===== config.mk =====
export PLATFORM = sky130hd
export DESIGN_NAME = mm_controller
export DESIGN_NICKNAME = d
export VERILOG_FILES = /design/src/rtl/mm_pkg.sv /design/src/rtl/mm_controller.sv
export SDC_FILE = /design/constraint.sdc
export NUM_CORES = 1
export LEC_CHECK = 0
export ABC_AREA = 1
export BUFFER_PORTS_ARGS = -buffer_cell sky130_fd_sc_hd__buf_4
export CAP_MARGIN = 15
export CORE_ASPECT_RATIO = 1.75
export CORE_MARGIN = 1
export CORE_UTILIZATION = 35
export DETAILED_ROUTE_END_ITERATION = 8
export GPL_ROUTABILITY_DRIVEN = 1
export PLACE_DENSITY = 0.61
export SETUP_SLACK_MARGIN = 0.5
export SLEW_MARGIN = 5
export SYNTH_ARGS = -nofsm -noshare
export SYNTH_HDL_FRONTEND = slang
export SYNTH_SLANG_ARGS = --single-unit

===== constraint.sdc =====
create_clock -name i_clk -period 1.69 [get_ports i_clk]
set_input_delay 0.338 -clock i_clk [delete_from_list [all_inputs] [get_ports i_clk]]
set_output_delay 0.338 -clock i_clk [all_outputs]
set_load 0.01 [all_outputs]

===== src/rtl/mm_pkg.sv =====
// shared widths, opcodes, register indexes and control structs for matrix_multiply
// no dependencies
`default_nettype none

package mm_pkg;

    // field widths fixed by the item formats
    localparam int OPC_W      = 2;
    localparam int POS_W      = 3;
    localparam int DATA_W     = 32;
    localparam int CFG_IDX_W  = 2;
    localparam int CFG_DATA_W = 4;

    // default parameter values
    localparam int DEF_MAX_DIM   = 8;
    localparam int DEF_FRAC_BITS = 16;

    // reset value of the dimension registers
    localparam logic [CFG_DATA_W-1:0] CFG_DIM_RESET = 4'd8;

    // item opcodes
    localparam logic [OPC_W-1:0] OP_WRITE_A = 2'd0;
    localparam logic [OPC_W-1:0] OP_WRITE_B = 2'd1;
    localparam logic [OPC_W-1:0] OP_COMPUTE = 2'd2;

    // configuration register indexes
    localparam logic [CFG_IDX_W-1:0] CFG_ROWS_A    = 2'd0;
    localparam logic [CFG_IDX_W-1:0] CFG_INNER_DIM = 2'd1;
    localparam logic [CFG_IDX_W-1:0] CFG_COLS_B    = 2'd2;

    // controller to datapath commands
    typedef struct packed {
        logic wr_a;     // write element store a
        logic wr_b;     // write element store b
        logic issue;    // read one term of the dot product
        logic first;    // issued term starts a new sum
        logic load_out; // move the finished sum into the output register
        logic last;     // loaded element is the final one
    } t_dp_ctl;

    // datapath to controller status
    typedef struct packed {
        logic busy;      // terms still in the read/multiply/accumulate pipe
        logic out_stall; // output register full and not taken this cycle
    } t_dp_sts;

endpackage

`default_nettype wire


===== src/rtl/mm_controller.sv =====
// dimension registers and the state machine that sequences loads and the product walk
// depends on mm_pkg
`default_nettype none

module mm_controller #(
    parameter int MAX_DIM = mm_pkg::DEF_MAX_DIM,
    localparam int IDX_W  = (MAX_DIM > 1) ? $clog2(MAX_DIM) : 1
) (
    input  wire                               i_clk,
    input  wire                               i_rst_n,
    input  wire                               i_item_valid,
    output logic                              o_item_ready,
    input  wire  [mm_pkg::OPC_W-1:0]          i_opcode,
    input  wire  [mm_pkg::POS_W-1:0]          i_row_index,
    input  wire  [mm_pkg::POS_W-1:0]          i_col_index,
    input  wire                               i_cfg_valid,
    output logic                              o_cfg_ready,
    input  wire  [mm_pkg::CFG_IDX_W-1:0]      i_cfg_index,
    input  wire  [mm_pkg::CFG_DATA_W-1:0]     i_cfg_data,
    input  wire mm_pkg::t_dp_sts              i_sts,
    output mm_pkg::t_dp_ctl                   o_ctl,
    output logic [IDX_W-1:0]                  o_i,
    output logic [IDX_W-1:0]                  o_j,
    output logic [IDX_W-1:0]                  o_k
);

    localparam int DIM_W = $clog2(MAX_DIM + 1);
    localparam int CW    = (DIM_W > mm_pkg::CFG_DATA_W) ? DIM_W : mm_pkg::CFG_DATA_W;
    localparam int PW    = (DIM_W > mm_pkg::POS_W) ? DIM_W : mm_pkg::POS_W;

    typedef enum logic [3:0] {
        S_IDLE   = 4'b0001,
        S_ISSUE  = 4'b0010,
        S_DRAIN  = 4'b0100,
        S_RESULT = 4'b1000
    } t_state;

    t_state r_state, n_state;
    logic [IDX_W-1:0] r_i, n_i;
    logic [IDX_W-1:0] r_j, n_j;
    logic [IDX_W-1:0] r_k, n_k;

    logic [mm_pkg::CFG_DATA_W-1:0] r_rows_a;
    logic [mm_pkg::CFG_DATA_W-1:0] r_inner_dim;
    logic [mm_pkg::CFG_DATA_W-1:0] r_cols_b;

    logic [DIM_W-1:0] w_m;
    logic [DIM_W-1:0] w_n;
    logic [DIM_W-1:0] w_p;
    logic             w_accept;
    logic             w_k_end;
    logic             w_j_end;
    logic             w_i_end;
    logic             w_row_ok_a;
    logic             w_col_ok_a;
    logic             w_row_ok_b;
    logic             w_col_ok_b;

    // configuration registers, index beyond the list is dropped
    always_ff @(posedge i_clk) begin
        if (!i_rst_n) begin
            r_rows_a    <= mm_pkg::CFG_DIM_RESET;
            r_inner_dim <= mm_pkg::CFG_DIM_RESET;
            r_cols_b    <= mm_pkg::CFG_DIM_RESET;
        end else if (i_cfg_valid) begin
            unique case (i_cfg_index)
                mm_pkg::CFG_ROWS_A:    r_rows_a    <= i_cfg_data;
                mm_pkg::CFG_INNER_DIM: r_inner_dim <= i_cfg_data;
                mm_pkg::CFG_COLS_B:    r_cols_b    <= i_cfg_data;
                default: ;
            endcase
        end
    end

    assign o_cfg_ready = 1'b1;

    // zero reads as one, above MAX_DIM reads as MAX_DIM
    always_comb begin
        if (r_rows_a == '0) begin
            w_m = DIM_W'(1);
        end else if (CW'(r_rows_a) > CW'(MAX_DIM)) begin
            w_m = DIM_W'(MAX_DIM);
        end else begin
            w_m = DIM_W'(r_rows_a);
        end
        if (r_inner_dim == '0) begin
            w_n = DIM_W'(1);
        end else if (CW'(r_inner_dim) > CW'(MAX_DIM)) begin
            w_n = DIM_W'(MAX_DIM);
        end else begin
            w_n = DIM_W'(r_inner_dim);
        end
        if (r_cols_b == '0) begin
            w_p = DIM_W'(1);
        end else if (CW'(r_cols_b) > CW'(MAX_DIM)) begin
            w_p = DIM_W'(MAX_DIM);
        end else begin
            w_p = DIM_W'(r_cols_b);
        end
    end

    assign w_row_ok_a = PW'(i_row_index) < PW'(w_m);
    assign w_col_ok_a = PW'(i_col_index) < PW'(w_n);
    assign w_row_ok_b = PW'(i_row_index) < PW'(w_n);
    assign w_col_ok_b = PW'(i_col_index) < PW'(w_p);

    assign w_accept = i_item_valid && (r_state == S_IDLE);
    assign w_k_end  = (DIM_W'(r_k) + DIM_W'(1)) == w_n;
    assign w_j_end  = (DIM_W'(r_j) + DIM_W'(1)) == w_p;
    assign w_i_end  = (DIM_W'(r_i) + DIM_W'(1)) == w_m;

    always_comb begin
        n_state = r_state;
        n_i     = r_i;
        n_j     = r_j;
        n_k     = r_k;
        o_ctl   = '0;
        unique case (r_state)
            S_IDLE: begin
                if (w_accept) begin
                    o_ctl.wr_a = (i_opcode == mm_pkg::OP_WRITE_A) && w_row_ok_a && w_col_ok_a;
                    o_ctl.wr_b = (i_opcode == mm_pkg::OP_WRITE_B) && w_row_ok_b && w_col_ok_b;
                    if (i_opcode == mm_pkg::OP_COMPUTE) begin
                        n_i     = '0;
                        n_j     = '0;
                        n_k     = '0;
                        n_state = S_ISSUE;
                    end
                end
            end
            S_ISSUE: begin
                o_ctl.issue = 1'b1;
                o_ctl.first = (r_k == '0);
                if (w_k_end) begin
                    n_state = S_DRAIN;
                end else begin
                    n_k = r_k + IDX_W'(1);
                end
            end
            S_DRAIN: begin
                if (!i_sts.busy) begin
                    n_state = S_RESULT;
                end
            end
            S_RESULT: begin
                if (!i_sts.out_stall) begin
                    o_ctl.load_out = 1'b1;
                    o_ctl.last     = w_i_end && w_j_end;
                    n_k            = '0;
                    if (w_i_end && w_j_end) begin
                        n_state = S_IDLE;
                    end else begin
                        n_state = S_ISSUE;
                        if (w_j_end) begin
                            n_j = '0;
                            n_i = r_i + IDX_W'(1);
                        end else begin
                            n_j = r_j + IDX_W'(1);
                        end
                    end
                end
            end
            default: begin
                n_state = S_IDLE;
            end
        endcase
    end

    always_ff @(posedge i_clk) begin
        if (!i_rst_n) begin
            r_state <= S_IDLE;
            r_i     <= '0;
            r_j     <= '0;
            r_k     <= '0;
        end else begin
            r_state <= n_state;
            r_i     <= n_i;
            r_j     <= n_j;
            r_k     <= n_k;
        end
    end

    assign o_item_ready = (r_state == S_IDLE);
    assign o_i          = r_i;
    assign o_j          = r_j;
    assign o_k          = r_k;

endmodule

`default_nettype wire


==> results.json <==
{
  "reg2reg_depth": 17,
  "cts_sinks": 25,
  "fp-row-count": 34,
  "clk_latency_ns": 0.28,
  "synth_compound_area_share_pct": 12.05,
  "cts_tree": "yes",
  "worstHoldPathCells": 3,
  "switchingPower_mw": 1.260,
  "final-hold-violation-count": 0,
  "die_w_um": 57.08,
  "cts_root_buffer": "clkbuf_8",
  "yosysMostFrequentCell": "nand2_1",
  "crit_chain": "nor2_2 -> nand2_1 -> nand2_2 -> nand2_4 -> ha_4 -> o21ai_2 -> nand2_1 -> a21oi_1 -> o21ai_1 -> nor2_1 -> buf_4",
  "ys_types": 30,
  "initial_core_util_pct": 37.01,
  "synthFlopType": "dfxtp_1",
  "drc": 10,
  "via_per_inst": 4.844,
  "cap_violations": 0,
  "muxShareOfSynthArea_pct": 0,
  "first_pass_iters": 6,
  "htreeDepth": 1,
  "slowest_stage": "dfxtp_2",
  "cts_buffers": 3,
  "portBuffers": 35,
  "clkTransAtPathRegs_ns": 0.10,
  "die_y_um": 98.39,
  "antenna_found_initial": 0,
  "avgSynthCellArea_um2": 6.385,
  "yosys-top-cells-count": "nand2_1, nor2_1, inv_1",
  "whs_endpoint": "r_rows_a[3]",
  "seqPwrFrac_pct": 26.5,
  "critical_path_class": "flip-flop to output pin",
  "die_area_um2": 5615,
  "skew_ns": 0.006086,
  "synthTopCellsByArea": "dfxtp_1, nand2_1, nor2_1",
  "power.leakage_nw": 1.371,
  "place_inst": 402,
  "dr_total_vias": 2083,
  "grt_overflow": 0,
  "syn_inst": 291,
  "utilization_pct": 60.54,
  "period_share_pct": 124.1,
  "fin_area_um2": 3039,
  "setup-violations-final": 16,
  "worst_setup_path_end_kind": "output pin",
  "p_clk_share_pct": 12.4,
  "power_mw": 3.016,
  "grt_max_degree": 23,
  "placed_area_um2": 2481,
  "yosys.area_share.xor_xnor_pct": 2.357,
  "internal_power_mw": 1.756,
  "rsz0062_at_grt": "true",
  "layout.nets": 409,
  "slowest_delay_ns": 0.33,
  "yosys.area.top_type": "dfxtp_1",
  "synthAdderAreaFrac_pct": 8.081,
  "worstSetupStartpointType": "flip-flop",
  "clockBufferDepth": 2,
  "synth_edf_count": 0,
  "drt-total-wl_mm": 5.291,
  "place.gp.congestion": 0.8168,
  "r2r-start": "r_inner_dim[0]",
  "postSynth.asyncResetShare_pct": 0,
  "layout-drive-gt1-share_pct": 49.20,
  "drv_slew": 0,
  "grt_pass1_vias": 2048,
  "vdd_drop_max_v": 0.0004484,
  "n_antenna_cell": 0,
  "crit_fanout": 3,
  "violations": "DRC, setup timing",
  "p_per_area_nw_per_um2": 992.4,
  "core_um2": 5020,
  "grt_usage_pct": 19.57,
  "initialDrtViolationCount": 33,
  "cp.arrival_ns": 1.76,
  "drtAntennaViolNets": 0,
  "synth_top_family_by_area": "simple AND/OR/NAND/NOR gates",
  "syn-num-nets": 323,
  "wl_per_cell_um": 12.30,
  "r2r-end": "o_k[1]",
  "ys_ff_latch": 25,
  "status": "complete, but fails checks",
  "min_period_ns": 2.098,
  "hold_start": "i_cfg_data[3]",
  "crit_required_ns": 1.35,
  "p_sw_share_pct": 41.79,
  "grt_pass1_wl_mm": 8.652,
  "whs_ns": 0.3032,
  "io_pins": 37,
  "hp-class": "primary input to flip-flop",
  "synth-simple-area-share_pct": 39.60,
  "final_cells": 430,
  "netlist.area_leader.share_pct": 26.94,
  "layout_setup_ws_ns": -0.4075,
  "syn_area_um2": 1858,
  "r2r_slack_ns": -0.29,
  "timing.fmax_mhz": 476.8,
  "hpwl_mm": 3.825,
  "yosysSeqAreaShare_pct": 26.94,
  "combPwrFrac_pct": 61.1,
  "area_growth_pct": 63.57,
  "crit_top_cell": "nand2_1",
  "ys_warn_count": 0
}
## repair_timing
| item | 4_1_cts | 5_1_grt |
|---|---|---|
| gates resized for setup | 47 | 38 |
| pin swaps | 23 | 30 |
| buffers inserted | 19 | 4 |
| gates cloned | 1 | 0 |
| endpoints found under the setup margin | 24 | 22 |
| hold buffers | 0 | 0 |
## kinds of logic after synthesis
group | Yosys count
XOR/XNOR | 5
AO/OA/AOI/OAI | 39
buffers and inverters | 51
other | 1
flip-flops | 25
adder cells (fa/ha/maj) | 12
AND/OR/NAND/NOR | 158
## per-layer routing
layer	share of wire [%]	track usage (%)
met1	39	20.77
met2	55	37.29
met3	2.7	1.854
met4	2.9	9.006
met5	0	0
## state kept, by name, indices dropped and copies added (netlist names)
signal	flops
r_inner_dim	4
o_i	3
o_k	3
r_state	4
r_cols_b	4
o_j	3
r_rows_a	4
## cells in the final DEF, fill, tap and decap left out, types with 4 or more instances in the layout
master	synthesis	final
ha_1	12	6
a21oi_1	15	9
buf_6	0	23
nand2_4	2	7
o21ai_0	17	11
nor2_4	1	6
nor3_1	8	8
inv_2	8	14
nor2_2	2	7
nand3_2	3	6
a21oi_2	0	6
nand4_1	4	4
ha_4	0	6
inv_1	39	31
dfxtp_2	0	11
dfxtp_4	0	6
nand2_1	65	53
nand2_2	6	12
dfxtp_1	25	8
nand3_1	20	16
o21ai_2	2	4
buf_4	2	59
nor2_1	43	33
## stage by stage
stage	TNS (ns)	worst slack, ns
2_1_floorplan	0	0.03873
3_3_place_gp	-0.2381	-0.1283
3_5_place_dp	-0.3044	-0.1540
4_1_cts	-3.334	-0.4496
5_1_grt	-5.407	-0.5214
6_report	-3.650	-0.4075
## cell type report
cell class,count,area (µm²)
Timing Repair Buffer,85,769.5
Tap cell,54,67.56
Fill cell,469,1981
Clock inverter,1,5.005
Multi-Input combinational cell,215,1438
Clock buffer,3,41.29
Inverter,47,181.4
Sequential cell,25,536.8
## power groups by stage
| stage | Clock, mW | Combinational (mW) | Sequential (mW) |
|---|---|---|---|
| 2_1_floorplan | 0 | 0.879 | 0.815 |
| 3_3_place_gp | 0 | 1.29 | 0.795 |
| 3_5_place_dp | 0 | 1.30 | 0.799 |
| 4_1_cts | 0.384 | 1.58 | 0.794 |
| 5_1_grt | 0.402 | 2.02 | 0.812 |
| 6_report | 0.374 | 1.84 | 0.799 |
## worst max path at each step
stage / from / to / cells after the start
floorplan: r_inner_dim[2] / o_ctl[5] / 10
global placement: r_inner_dim[2] / o_ctl[5] / 11
detailed placement: r_inner_dim[2] / o_ctl[5] / 11
CTS: r_inner_dim[1] / o_ctl[4] / 11
global route: r_inner_dim[2] / o_ctl[5] / 9
finish: r_inner_dim[2] / o_ctl[4] / 11
## worst max-delay path, delay by kind of cell (launching register included)
family / cells / cell delay [ns]
fa+ha+maj: 1 / 0.27
compound gates: 3 / 0.29
buf+inv: 1 / 0.14
simple gates: 6 / 0.45
flops: 1 / 0.33
Power figures use the tool's default switching activity.
